File: config.mk
export PLATFORM = sky130hd
export DESIGN_NAME = cbf_mod
export DESIGN_NICKNAME = d
export VERILOG_FILES = /design/src/rtl/core/cbf_pkg.sv /design/src/rtl/core/cbf_mod.sv
export SDC_FILE = /design/constraint.sdc
export NUM_CORES = 1
export LEC_CHECK = 0
export BUFFER_PORTS_ARGS = -buffer_cell sky130_fd_sc_hd__clkbuf_2
export CORE_MARGIN = 2
export CORE_UTILIZATION = 56
export DETAILED_ROUTE_END_ITERATION = 6
export HOLD_SLACK_MARGIN = 0.03
export PLACE_DENSITY = 0.91
export SYNTH_ARGS = -nofsm -noshare
export SYNTH_HDL_FRONTEND = slang
export SYNTH_SLANG_ARGS = --single-unit
File: constraint.sdc
create_clock -name i_clk -period 3.65 [get_ports i_clk]
set_clock_uncertainty 0.2 [all_clocks]
set_input_delay 0.73 -clock i_clk [delete_from_list [all_inputs] [get_ports i_clk]]
set_output_delay 0.73 -clock i_clk [all_outputs]
set_load 0.02 [all_outputs]
File: src/rtl/core/cbf_pkg.sv
// ----------------------------------------------------------------------------
// Counting Bloom filter package
// Shared constants, register indexes and CRC helper.
// ----------------------------------------------------------------------------
package cbf_pkg;
    localparam int BUCKET_ADDR_BITS = 20;
    localparam int MAX_HASHES       = 8;
    localparam int MAX_COUNTER_BITS = 8;
    localparam int HASH_IDX_BITS    = (MAX_HASHES > 1) ? $clog2(MAX_HASHES) : 1;
    localparam logic [31:0] CRC_POLY = 32'hEDB88320;
    localparam logic [BUCKET_ADDR_BITS:0] BUCKET_DEPTH = (BUCKET_ADDR_BITS+1)'(1) << BUCKET_ADDR_BITS;

    localparam logic [2:0] REG_NUM_BUCKETS = 3'd0;
    localparam logic [2:0] REG_NUM_HASHES  = 3'd1;
    localparam logic [2:0] REG_HASH_SEED   = 3'd2;
    localparam logic [2:0] REG_COUNTER_BITS = 3'd3;
    localparam logic [2:0] REG_RAISE       = 3'd4;

    localparam logic [1:0] OP_INSERT = 2'd0;
    localparam logic [1:0] OP_DELETE = 2'd1;
    localparam logic [1:0] OP_QUERY  = 2'd2;
    localparam logic [1:0] OP_CLEAR  = 2'd3;

    function automatic logic [31:0] crc_byte(input logic [31:0] c_in, input logic [7:0] b);
        logic [31:0] c;
        c = c_in ^ {24'd0, b};
        for (int j = 0; j < 8; j++) begin
            c = (c >> 1) ^ (CRC_POLY & {32{c[0]}});
        end
        return c;
    endfunction
endpackage

File: src/rtl/core/cbf_mod.sv
// ----------------------------------------------------------------------------
// Bucket index reduction
// Restoring shift-subtract remainder, one bit per cycle.
// ----------------------------------------------------------------------------
module cbf_mod
    import cbf_pkg::*;
(
    input  logic                        i_clk,
    input  logic                        i_rst_n,
    input  logic                        i_go,
    input  logic [31:0]                 i_num,
    input  logic [BUCKET_ADDR_BITS:0]   i_den,
    output logic                        o_done,
    output logic [BUCKET_ADDR_BITS-1:0] o_rem
);
    logic [31:0]               r_num;
    logic [BUCKET_ADDR_BITS:0] r_rem;
    logic [5:0]                r_cnt;
    logic                      r_busy;
    logic [BUCKET_ADDR_BITS+1:0] n_trial;

    assign n_trial = {r_rem, r_num[31]};
    assign o_rem   = r_rem[BUCKET_ADDR_BITS-1:0];

    always_ff @(posedge i_clk) begin
        if (!i_rst_n) begin
            r_busy <= 1'b0;
            o_done <= 1'b0;
            r_cnt  <= '0;
        end else begin
            o_done <= !i_go && r_busy && (r_cnt == 6'd31);
            if (i_go) begin
                r_busy <= 1'b1;
                r_num  <= i_num;
                r_rem  <= '0;
                r_cnt  <= 6'd0;
            end else if (r_busy) begin
                r_num <= r_num << 1;
                if (n_trial >= {1'b0, i_den})
                    r_rem <= (BUCKET_ADDR_BITS+1)'(n_trial - {1'b0, i_den});
                else
                    r_rem <= n_trial[BUCKET_ADDR_BITS:0];
                r_cnt <= r_cnt + 6'd1;
                if (r_cnt == 6'd31)
                    r_busy <= 1'b0;
            end
        end
    end
endmodule

==> results of run 1 <==
[logic make-up (layout without fill, tap and decap cells)]
logic type / Yosys count / in the layout / synth area share, %
and+or+nand+nor: 110 / 110 / 13.1
DFF: 61 / 61 / 43.5
muxes: 34 / 34 / 9.41
xor gates and xnor gates: 16 / 16 / 3.48
buffers and inverters: 66 / 128 / 8.70
adders and majority gates: 23 / 23 / 7.33
AOI/OAI and AO/OA: 90 / 90 / 14.5
[sequential cells by signal (all words and copies together), names as in the netlist]
register / flops
o_done: 1
r_busy: 1
r_cnt: 6
r_num: 32
r_rem: 21
[per-layer routing]
metal | up-vias | track usage, % | part of all wire (%) | wire, µm
met5 | - | 0 | 0 | 0
met3 | 16 | 5.69 | 6.1 | 513
met4 | 0 | 7.30 | 1.8 | 152
met2 | 93 | 38.6 | 49 | 4090
li1 | 1543 | - | - | -
met1 | 1452 | 27.6 | 43 | 3610
[power groups by stage]
stage	Sequential (W)	Combinational (W)	Clock, W
2_1_floorplan	0.000859	0.000433	0
6_report	0.000854	0.000526	0.000685
3_3_place_gp	0.000868	0.000508	0
4_1_cts	0.000855	0.000524	0.000693
5_1_grt	0.000859	0.000588	0.000712
3_5_place_dp	0.000870	0.000520	0
[synthesized netlist by cell type (5+ instances only)]
library cell and n:
mux2_2 31, ha_1 22, dfxtp_1 8, xor2_1 10
nor3_1 5, nand2_1 46, buf_4 22, nand3_1 8
o21ai_0 11, nor2_1 20, nand4_1 7, edfxtp_1 53
a21oi_1 40, xnor2_1 6, inv_1 31
[layout make-up]
class	instances	area (µm²)	share of cell area (%)
Clock buffer	9	124	2.72
Clock inverter	7	100	2.20
Inverter	31	116	2.55
Multi-Input combinational cell	273	1930	42.3
Sequential cell	61	1750	38.4
Tap cell	96	120	2.64
Timing Repair Buffer	81	418	9.17
[worst max path at each step]
stage                          from        end
after floorplan            i_den[0]   r_rem[0]
after global placement     i_den[0]   r_rem[0]
after detailed placement   i_den[0]   r_rem[0]
after CTS                 r_num[31]   r_rem[0]
after global routing      i_den[13]  r_rem[18]
final                      i_den[0]   r_rem[0]
[stage by stage]
step / power, W / cells / worst slack [ns] / hold WS (ns) / area, µm²
2_1_floorplan: 0.00129 / 400 / 0.706 / 0.231 / 4030
3_3_place_gp: 0.00138 / 542 / 0.316 / 0.249 / 4330
3_5_place_dp: 0.00139 / 542 / 0.291 / 0.266 / 4330
4_1_cts: 0.00207 / 558 / 0.646 / 0.275 / 4560
5_1_grt: 0.00216 / 558 / 0.397 / 0.297 / 4560
6_report: 0.00206 / 558 / 0.618 / 0.281 / 4560
==> impl.org, run 1 <==
** Place
- After legalization and detailed placement, the total HPWL measured 6.06 mm.
- At the end of routability-driven placement, the weighted congestion stood at 0.933.
- Count of input and output buffers :: 76

** Logic synthesis
- Top cells by area in the synthesized netlist :: edfxtp_1 40%, mux2_2 8.7%, ha_1 6.8%
- Post-synthesis cell type count :: 57
- Primary FF master, synth :: edfxtp_1
- In the synthesized netlist, the number of instances is 400.
- Mean cell area of the mapped netlist :: 10.1 µm²
- Counting flops and latches in the post-synthesis netlist gives 61.
- Yosys printed 0 warnings.
- Count of flip-flops with a built-in enable after synthesis :: 53
- Fraction of synthesis flops using an asynchronous set or reset pin :: 0%
- Area share of the largest cell type after synthesis :: 39.5%
- Summing the sequential cell areas from Yosys gives 43.5% of the chip area.
- The largest total area in the synthesized netlist belongs to edfxtp_1.
- Syn Nets :: 479
- Summing every instance area after synthesis gives 4030 µm².

** Critical path
- The worst setup path is captured at a flip-flop.
- The kind of cell with the highest combined delay along the critical path is compound AO/OA/AOI/OAI gates.
- Critical Setup Path Class :: in -> reg
- Together, buffers and inverters on the worst path number 3.
- Category of the worst setup path launch point :: primary input
- The critical path runs through a total of 12 cells.
- The worst register-to-register path ends at r_rem[0].
- For this run, the slowest stage of the critical path takes 0.40 ns.
- The startpoint identified for the worst register-to-register timing path is r_num[31].
- Max Fanout on Critical Path :: 9
- Worst setup slack for register-to-register paths :: 0.63 ns
- For the worst setup path, the data required time is 3.55 ns.
- Walking the worst path, the cells encountered are clkbuf_2, ha_1, inv_1, fa_1, a21oi_1, o211ai_2, o211ai_1, nand2_2, a31oi_4, buf_4, nand2_1, and3_1.
- Measured in cells, the most critical reg-to-reg path has a length of 12.
- WP data arrival :: 2.93 ns
- The largest individual stage delay along the critical path comes from the cell fa_1.

** Global routing
- Entering global routing, the biggest net connects 54 pins.
- Antenna violations before repair :: 0
- Total Routing Usage GR :: 22.4%
- Vias in the first global route :: 3025
- The first global-routing pass estimated 13.8 mm of wire.
- After global routing the overflow that remains totals 0.

** Drt
- Routed len/inst :: 15.0 µm
- Wires add up to 8.36 mm.
- In this run, the number of DRC markers left after iteration 0 of detailed routing was 176.
- Detailed Routing Iterations Pass 1 :: 6
- Detailed-route vias per instance :: 5.56
- Detailed routing inserted a total of 3104 vias.
- Post-route antenna net violation count :: 0
- After detailed routing, the number of remaining DRC violations is 0.

** STA
- The routed design could run at a clock period as short as 3.03 ns.
- For the pin with the worst max-slew slack, the measured transition is 0.653 ns.
- Maximum clock frequency :: 0.330 GHz
- Count of final hold-check violations :: 0
- Final-report max-slew violation count :: 0
- In this run the tightest slew margin relative to its limit is 56.5%.
- Unrepaired setup endpoints after global routing :: false
- Total setup violations reported at the end of the flow :: 0
- In the finished design, the share of the clock period the worst path needs comes to 83.1%.
- Adding up every negative setup slack in the final design gives 0 ns.

** Power
- Logic gate share of total power :: 25.5%
- Net switching is 30.7% of the power.
- The share of total power dissipated in sequential elements is 41.4%.
- Leakage Power :: 1.95 nW
- The internal portion of the total power is 0.00143 W.
- Total power per unit cell area :: 453 nW/µm²
- The worst-case IR drop observed on VDD is 0.432 mV.
- In this run the power spent charging and discharging nets is 0.000633 W.
- Part of the power in the clock network :: 33.2%

** Run status
- Status :: complete, no violations

** Layout
- Area growth from synthesis to layout :: 13.1%
- 0 antenna diodes ended up in the layout.
- Number of filler cells placed in the layout :: 554
- In the layout the commonest cells are 76 x clkbuf_2, 53 x edfxtp_1, 46 x nand2_1, 40 x a21oi_1.
- The library cell used most frequently in the layout, excluding fill and tap cells, is clkbuf_2.
- The net count of the finished layout is 536.
- Final core utilization :: 66.4%
- Of the cells placed in the final design, the portion with a size suffix greater than 1 is 30.7%.

** Job
- # Max-Cap Violations :: 0

** Die
- Die outline width :: 88.8 µm
- From bottom edge to top edge, the die measures 88.8 µm.
- Starting utilization of the core area :: 58.7%
- Total Die Area :: 7890 µm²
- The floorplan has 30 rows.
- Area of the placeable core :: 6870 µm²
- IO Pins :: 77

** Worst hold path
- Start point of the worst min-delay path :: r_cnt[5]
- The tightest min-delay check is of the reg -> reg type.
- Hold-critical path endpoint :: o_done
- Instance count along the most critical hold path :: 1

** Clock network
- Number of gates resized after cts :: 0
- CTS built an H-tree with a depth of 3.
- Register clock-pin slew on the reported worst setup and hold paths :: 0.07 ns
- Deepest clock path buffer count :: 2
- Cts bufs inserted :: 9
- CTS root buf :: clkbuf_8
- Post-CTS setup buffer count :: 0
- CTS Hold Buffers Added :: 0
- The clock drives 61 sinks.
- TritonCTS built the clock tree.
- At the later pin of the worst-skew pair, clock insertion delay measures 0.35 ns.
(Power assumes the default switching activity.)
==> run 2, diff against run 1 <==
--- a/config.mk
+++ b/config.mk
@@ -5,9 +5,10 @@
 export SDC_FILE = /design/constraint.sdc
 export NUM_CORES = 1
 export LEC_CHECK = 0
+export ABC_AREA = 1
 export BUFFER_PORTS_ARGS = -buffer_cell sky130_fd_sc_hd__clkbuf_2
 export CORE_MARGIN = 2
-export CORE_UTILIZATION = 56
+export CORE_UTILIZATION = 57
 export DETAILED_ROUTE_END_ITERATION = 6
 export HOLD_SLACK_MARGIN = 0.03
 export PLACE_DENSITY = 0.91
==> constraint.sdc (replaced) <==
create_clock -name i_clk -period 2.9 [get_ports i_clk]
set_clock_uncertainty 0.2 [all_clocks]
set_input_delay 0.58 -clock i_clk [delete_from_list [all_inputs] [get_ports i_clk]]
set_output_delay 0.58 -clock i_clk [all_outputs]
set_load 0.02 [all_outputs]
==> run 2 against run 1 <==
Clock power grew 23%. Utilization shrank 1.2 points. Combinational power grew 36%. Sequential power grew 25%. Final cell count grew 40%. Synthesized cell count grew 54%. Wire length grew 16%. Global-route usage grew 1.7 points. Critical path type is now reg -> reg. Critical endpoint is now r_rem[8].
==> impl.org, run 2 <==
** Run status
- Status :: complete, no violations

** Layout
- Top library cells by usage in the layout, fill and taps aside :: 236 x nand2_1, 83 x inv_1, 76 x clkbuf_2, 71 x nor2_1, 53 x edfxtp_1
- The number of flip-flops under the largest register name came to 32 (unchanged).
- The multi-input gate area in the final layout came to 2090 µm² (+8.6%).
- Nets@finish :: 754 (+41%)
- Number of standard cells in the final layout excluding fillers :: 782 (+40%)
- Number of filler cells placed in the layout :: 663 (+20%)
- The library cell used most frequently in the layout, excluding fill and tap cells, is nand2_1.
- Layout cell share with drive strength beyond 1 :: 17.8% (-13 points)
- Relative to the synthesized area, the layout overhead comes to 12.6%.
- The area taken by flip-flops and latches came to 1750 µm² (unchanged).
- Register name with the most flops :: r_num
- Antenna cell count :: 0 (unchanged)
- The largest registers in the layout are r_num x32, r_rem x21, r_cnt x6.

** Logic synthesis
- The number of warnings reported in the yosys synthesis log came to 0 (unchanged).
- Count of flip-flops with a built-in enable after synthesis :: 53 (unchanged)
- By instance count, the leading cell after synthesis is nand2_1.
- The post-synthesis cell count is 615 (+54%).
- The async set-reset flop share out of synthesis is 0% (unchanged).
- By area the synthesized netlist is led by edfxtp_1 36%, nand2_1 20%, inv_1 7.1%.
- The share of the synthesized area in the top cell type was 36.2% (-3.3 points).
- The flip-flop and latch count after synthesis was 61 (unchanged).
- In the synthesized netlist the dominant register cell turns out to be edfxtp_1.
- The sequential share of the synthesized area is 39.8% (-3.7 points).
- The number of distinct library cells after synthesis came to 33 (-42%).
- Top post-synthesis cells by count :: 236 x nand2_1, 83 x inv_1, 71 x nor2_1
- Mean cell area of the mapped netlist :: 7.16 µm² (-29%)
- Syn Nets :: 694 (+45%)
- The cell area after synthesis was 4400 µm² (+9.3%).
- The largest total area in the synthesized netlist belongs to edfxtp_1.

** Global routing
- Global-route wire length before repair :: 16.5 mm (+20%)
- The total grt overflow is 0 (unchanged).
- Pin count of the biggest net entering global routing :: 55 (+1.9%)
- Antenna violations before repair :: 0 (unchanged)
- Total Routing Usage GR :: 24.2% (+1.7 points)
- The number of global-route vias before repair was 3772 (+25%).

** Critical path
- Launch instance of the worst register-to-register path :: r_num[31]
- Series of cell instances along the critical path :: inv_1, ha_1, inv_1, fa_1, nand2_1, nand2_1, nand3_2, nand2_2, nand2_2, nand2_2, nand2_4, nand2_4, inv_4, nor2_1, nor2_1
- STA classifies the critical path startpoint as a flip-flop.
- The combined buffer and inverter count along the critical path is 3 (unchanged).
- The slowest stage of the critical path belongs to the cell fa_1.
- The worst setup path is of the reg -> reg kind.
- The peak per-stage delay on the critical path was 0.42 ns (+0.02 ns).
- The depth of the worst register-to-register path was 15 (+3).
- Capturing point of the worst reg2reg path :: r_rem[8]
- The maximum fanout encountered on the critical timing path is 21 (+12).
- Critical Path Most Common Cell :: nand2_2
- The arrival time at the worst endpoint came to 2.61 ns (-0.32 ns).
- The required time of the critical path is 2.90 ns (-0.65 ns).
- Dominant delay contributor by cell family on the critical path :: simple AND/OR/NAND/NOR gates
- Kind of capture point of the worst setup path :: flip-flop
- Worst setup slack for register-to-register paths :: 0.28 ns (-0.35 ns)

** STA
- Relative slew margins :: 65.7% (+9.3 points)
- The total negative setup slack is 0 ns (unchanged).
- The final number of setup-violating endpoints came to 0 (unchanged).
- Unrepaired setup endpoints after global routing :: false
- Period Utilization, post-route :: 90.2%
- Final-report max-slew violation count :: 0 (unchanged)
- Min cycle time layout :: 2.62 ns
- Count of final hold-check violations :: 0 (unchanged)
- Maximum clock frequency :: 0.382 GHz
- Least-Margin Pin Slew :: 0.514 ns (-0.139 ns)

** Clock network
- Number of gates resized after cts :: 0 (unchanged)
- CTS root buf :: clkbuf_8
- Worst skew pair latency :: 0.35 ns (about the same)
- CTS Hold Buffers Added :: 0 (unchanged)
- TritonCTS built the clock tree.
- The maximum level of the CTS H-tree is 3 (unchanged).
- Deepest clock path buffer count :: 2 (unchanged)
- The total CTS buffers was 9 (unchanged).
- Clock net sink count :: 61 (unchanged)
- The clock input transition at the sequential cells of the worst setup and hold paths came to 0.07 ns (about the same).
- Post-CTS setup buffer count :: 0 (unchanged)

** Drt
- The length of the first detailed-routing pass in iterations is 5 (-1).
- Post-route antenna net violation count :: 0 (unchanged)
- DRC errors left :: 0 (unchanged)
- Via count of the routed design :: 3976 (+28%)
- Total routed wirelength :: 9.69 mm (+16%)
- Met3 wire length :: 703 µm (+37%)
- Met1 wire length :: 4.16 mm (+15%)
- Routed length on met2 :: 4.67 mm (+14%)
- The iteration-0 DRC count of the detailed router is 298 (+69%).
- The routed wirelength normalized by instance count is 12.4 µm (-17%).
- The highest layer touched by signal routing is met4.
- Detailed-route vias per instance :: 5.08 (-8.6%)

** Die
- The I/O pin count came to 77 (unchanged).
- The width of the die is 91.9 µm (+3.4%).
- Starting utilization of the core area :: 57.9% (-0.79 points)
- Die Ht :: 91.9 µm (+3.4%)
- Total number of placement rows :: 32 (+6.7%)
- Total Die Area :: 8440 µm² (+7.0%)
- Area of the placeable core :: 7610 µm² (+11%)

** Worst hold path
- Hold-critical path endpoint :: r_cnt[1]
- Path class of the lowest-slack min-delay path :: reg -> reg
- The startpoint identified for the worst hold timing path is r_cnt[1].
- The instance count along the most critical hold path was 2 (+1).

** Power
- The total power divided by cell area was 531 nW/µm² (+17%).
- Maximum vdd ir drop :: 0.350 mV (-19%)
- The static leakage was 2.60 nW (+34%).

** Job
- # Max-Cap Violations :: 0 (unchanged)

** Place
- Gpl congestion :: 0.938 (+0.51%)
- The count of input and output buffers came to 76 (unchanged).
- Post-DP HPWL :: 7.13 mm (+18%)
- Count of placed standard cells including taps :: 766 (+41%)
## run 2: cell types whose count changed after synthesis, sizes merged, moves of 5 or more
cell and change:
clkbuf +5, mux2 -31, nand3 +12, nor2 +54, xnor2 -6, buf -8
a31oi -5, nand2 +197, nand4 -6, nand3b +10, inv +58, a21oi -25
## run 2: kinds of logic after synthesis
kind of cell	synth area share [%]
buf+inv	12.7
compound gates	4.18
flops	39.8
simple gates	34.8
xor+xnor	1.79
fa+ha+maj	6.71
## run 2: per-layer routing
| metal | vias to the layer above | GRT usage (%) |
|---|---|---|
| met2 | 148 | 41.2 |
| li1 | 2012 | - |
| met1 | 1790 | 30.6 |
| met5 | - | 0 |
| met3 | 26 | 5.42 |
| met4 | 0 | 7.59 |
## run 2: layout make-up
type	instances	area share, %
Multi-Input combinational cell	432	42.2
Sequential cell	61	35.3
Timing Repair Buffer	81	8.68
Inverter	90	6.87
Clock buffer	10	2.57
Tap cell	102	2.57
Clock inverter	6	1.74
## run 2: worst max path at each step
stage          slack, ns  cells after the start         to       from
2_1_floorplan       0.22                      2   r_num[0]       i_go
3_3_place_gp        0.20                     15   r_rem[6]   i_den[0]
3_5_place_dp        0.09                     15   r_rem[9]   i_den[0]
4_1_cts             0.30                     15  r_rem[14]  r_num[31]
6_report            0.28                     15   r_rem[8]  r_num[31]
5_1_grt             0.08                     15   r_rem[8]  r_num[31]
## run 2: per-stage QoR
stage / hold slack [ns] / utilization (%) / area, µm² / setup slack, ns / power [W]
floorplan: 0.256 / - / 4400 / 0.215 / 0.00165
global placement: 0.268 / 62.4 / 4740 / 0.196 / 0.00178
detailed placement: 0.273 / 62.4 / 4740 / 0.0921 / 0.00180
CTS: 0.284 / 65.2 / 4960 / 0.296 / 0.00264
global route: 0.310 / 65.2 / 4960 / 0.0833 / 0.00278
finish: 0.297 / 65.2 / 4960 / 0.284 / 0.00263
## run 2: where the power goes
part | leakage (nW) | total (W) | switching [W] | internal (W)
Combinational | 1.92 | 0.000717 | 0.000461 | 0.000256
Sequential | 0.578 | 0.00107 | 0.0000344 | 0.00104
Clock | 0.107 | 0.000845 | 0.000361 | 0.000484
## run 2: worst min-delay path, delay by kind of cell (launching register included)
family,cells,cell delay (ns)
DFF,1,0.33
and+or+nand+nor,1,0.07
AOI/OAI and AO/OA,1,0.05
==> run 3, diff against run 2 <==
--- a/config.mk
+++ b/config.mk
@@ -10,8 +10,10 @@
 export CORE_MARGIN = 2
 export CORE_UTILIZATION = 57
 export DETAILED_ROUTE_END_ITERATION = 6
+export GPL_TIMING_DRIVEN = 0
 export HOLD_SLACK_MARGIN = 0.03
 export PLACE_DENSITY = 0.91
+export RECOVER_POWER = 25
 export SYNTH_ARGS = -nofsm -noshare
 export SYNTH_HDL_FRONTEND = slang
 export SYNTH_SLANG_ARGS = --single-unit
==> run 3 against run 2 <==
Via count rose by 2.2%. Final cell count rose by 3.5%. Worst hold slack got worse by 0.011 ns. Die area did not move. Non-clock buffer count rose by 27. Count of clock-buffer cells in the layout fell by 1. Critical endpoint is now r_rem[9]. Worst setup slack got worse by 0.035 ns. Maximum frequency fell by 1.3%. Critical path depth did not move.
==> impl.org, run 3 (synthesis gave the netlist of run 2 again) <==
** Run status
- Status :: complete, no violations

** Power
- The static leakage came to 2.69 nW (+3.4%).
- The switching component of the power came to 0.000909 W (+6.2%).
- Total power per unit cell area :: 515 nW/µm² (-3.1%)
- The part of the total power dissipated in combinational logic is 29.2% (+2.0 points).
- The worst IR drop on VDD came to 0.429 mV (+23%).
- The power share of the clock group is 30.2% (-1.9 points).
- Sequential Power Share :: 40.6% (about the same)
- Switching power share of the total :: 34.4% (+1.9 points)
- Internal power :: 0.00173 W (-2.7%)

** STA
- The clock period minus worst slack is 2.65 ns (+0.0350 ns).
- The worst-margin pin slew came to 0.864 ns (+0.351 ns).
- Final-report max-slew violation count :: 0 (unchanged)
- The final number of setup-violating endpoints came to 0 (unchanged).
- The max-slew headroom at the worst pin was 42.4% (-23 points).
- The timing-limited maximum frequency was 0.377 GHz (-1.3%).
- The share of the clock period used by the worst path after layout was 91.4% (+1.2 points).
- Setup repair after global routing left no endpoint under its margin.
- Count of final hold-check violations :: 0 (unchanged)

** Worst hold path
- Start point of the worst min-delay path :: i_num[0]
- Hold-critical path endpoint :: r_num[0]
- Path class of the lowest-slack min-delay path :: in -> reg
- Instance count along the most critical hold path :: 3 (+1)

** Global routing
- Vias in the first global route :: 3813 (+1.1%)
- The wire length of the first global-routing pass was 16.4 mm (-0.25%).
- The largest net degree at the start of global routing was 39 (-29%).
- The initial antenna violation count is 0 (unchanged).
- The total grt overflow came to 0 (unchanged).
- Total Routing Usage GR :: 24.5% (+0.30 points)

** Place
- Post-DP HPWL :: 7.66 mm (+7.4%)
- Count of placed standard cells including taps :: 793 (+3.5%)
- The count of input and output buffers was 75 (-1.3%).
- The weighted congestion reported at the end of routability-driven placement came to 0.933 (-0.47%).

** Clock network
- The number of sinks on the clock net came to 61 (unchanged).
- The maximum level of the CTS H-tree was 3 (unchanged).
- The clock input transition at the sequential cells of the worst setup and hold paths came to 0.08 ns (about the same).
- CTS tree :: built
- The setup fix buffers added after clock tree synthesis was 0 (unchanged).
- CTS Hold Buffers Added :: 0 (unchanged)
- The latest clock arrival within the worst-skew pair came to 0.36 ns (about the same).
- Deepest clock path buffer count :: 2 (unchanged)
- Cts bufs inserted :: 9 (unchanged)
- CTS root buf :: clkbuf_8
- The count of instances resized after the clock tree is built was 0 (unchanged).

** Drt
- The remaining antenna violation count after routing was 0 (unchanged).
- DRC errors left :: 0 (unchanged)
- Detailed-route vias per instance :: 5.02 (-1.2%)
- The iteration-0 DRC count of the detailed router came to 219 (-27%).
- The length of the first detailed-routing pass in iterations is 5 (unchanged).
- The routed wirelength normalized by instance count was 12.4 µm (about the same).
- Total routed wirelength :: 10.0 mm (+3.4%)
- The number of vias after detailed routing came to 4064 (+2.2%).

** Critical path
- WP data arrival :: 2.57 ns (-0.04 ns)
- Max Fanout on Critical Path :: 10 (-52%)
- Capturing point of the worst reg2reg path :: r_rem[9]
- The worst setup path is of the reg -> reg kind.
- Worst setup slack for register-to-register paths :: 0.25 ns (-0.04 ns)
- Worst reg-to-reg path cell count :: 15 (unchanged)
- Worst EP required :: 2.82 ns (-0.08 ns)
- Category of the worst setup path launch point :: flip-flop
- Launch instance of the worst register-to-register path :: r_num[31]
- The worst setup path is captured at a flip-flop.

** Layout
- The library cell used most frequently in the layout, excluding fill and tap cells, is nand2_1.
- Layout cell share with drive strength beyond 1 :: 19.5% (+1.7 points)
- The number of diodes came to 0 (unchanged).
- Final core utilization :: 67.4% (+2.2 points)
- The number of flip-flops under the largest register name is 32 (unchanged).
- Top library cells by usage in the layout, fill and taps aside :: 236 x nand2_1, 83 x inv_1, 74 x clkbuf_2, 71 x nor2_1, 53 x edfxtp_1
- In the final layout, the registers with the most flip-flops are r_num x32, r_rem x21, r_cnt x6.
- The register with the most flip-flops in the final layout is r_num.
- Area growth from synthesis to layout :: 16.4%
- The number of nets in the final layout came to 781 (+3.6%).
- The number of fill cells came to 674 (+1.7%).
- Number of standard cells in the final layout excluding fillers :: 809 (+3.5%)

** Die
- Starting utilization of the core area :: 57.9% (unchanged)
- The width of the die came to 91.9 µm (unchanged).
- Area of the placeable core :: 7610 µm² (unchanged)
- The overall die height is 91.9 µm (unchanged).
- Total Die Area :: 8440 µm² (unchanged)
- The total number of placement rows was 32 (unchanged).
- The I/O pin count was 77 (unchanged).

** Job
- # Max-Cap Violations :: 0 (unchanged)
==> run 3: power by group through the flow <==
stage	combinational [W]	sequential [W]	clock (W)
CTS	0.000764	0.00107	0.000798
floorplan	0.000568	0.00108	0
detailed placement	0.000758	0.00109	0
finish	0.000770	0.00107	0.000798
global route	0.000864	0.00108	0.000835
global placement	0.000733	0.00109	0
==> run 3: layout make-up <==
class / count / area, µm² / share of cell area [%]
clock buffers: 9 / 124 / 2.42
clock inverters: 7 / 76.3 / 1.49
flip-flops and latches: 61 / 1750 / 34.2
repair buffers: 76 / 394 / 7.69
inverters: 90 / 340 / 6.64
plain buffers: 32 / 218 / 4.25
multi-input cells: 432 / 2090 / 40.8
well taps: 102 / 128 / 2.49
==> run 3: layer usage <==
layer | global-route usage (%) | vias up | wire length (µm)
met3 | 5.92 | 26 | 799
met4 | 7.46 | 0 | 195
met5 | 0 | - | 0
met1 | 29.9 | 1799 | 4100
li1 | - | 2072 | -
met2 | 42.8 | 167 | 4930
==> run 3: how the worst max path moves through the flow <==
stage / startpoint / endpoint / slack [ns] / cells after the start
5_1_grt: r_num[31] / r_rem[9] / 0.06 / 15
3_3_place_gp: i_go / r_busy / -0.37 / 4
2_1_floorplan: i_go / r_num[0] / 0.22 / 2
3_5_place_dp: i_den[0] / r_rem[9] / 0.03 / 15
4_1_cts: r_num[31] / r_rem[9] / 0.26 / 15
6_report: r_num[31] / r_rem[9] / 0.25 / 15
==> run 3: through the flow <==
step                      setup TNS (ns)  setup WS, ns  hold slack (ns)  cell area, µm²  total power, W
final                                  0         0.249            0.286            5120         0.00264
after global routing                   0        0.0553            0.289            5120         0.00278
after CTS                              0         0.258            0.284            5130         0.00263
after detailed placement               0        0.0291            0.280            4930         0.00185
after global placement            -19.15        -0.366            0.267            4900         0.00182
after floorplan                        0         0.215            0.256            4400         0.00165
==> run 3: critical path: stages (launching register included) <==
cell	delay, ns
edfxtp_1	0.39
inv_1	0.07
ha_1	0.13
inv_1	0.07
fa_1	0.42
nand2_1	0.09
nand2_1	0.09
nand3_2	0.08
nand2_2	0.07
nand2_2	0.09
nand2_2	0.08
nand2_4	0.14
nand2_4	0.08
buf_6	0.16
o21ai_0	0.18
nor2_1	0.07
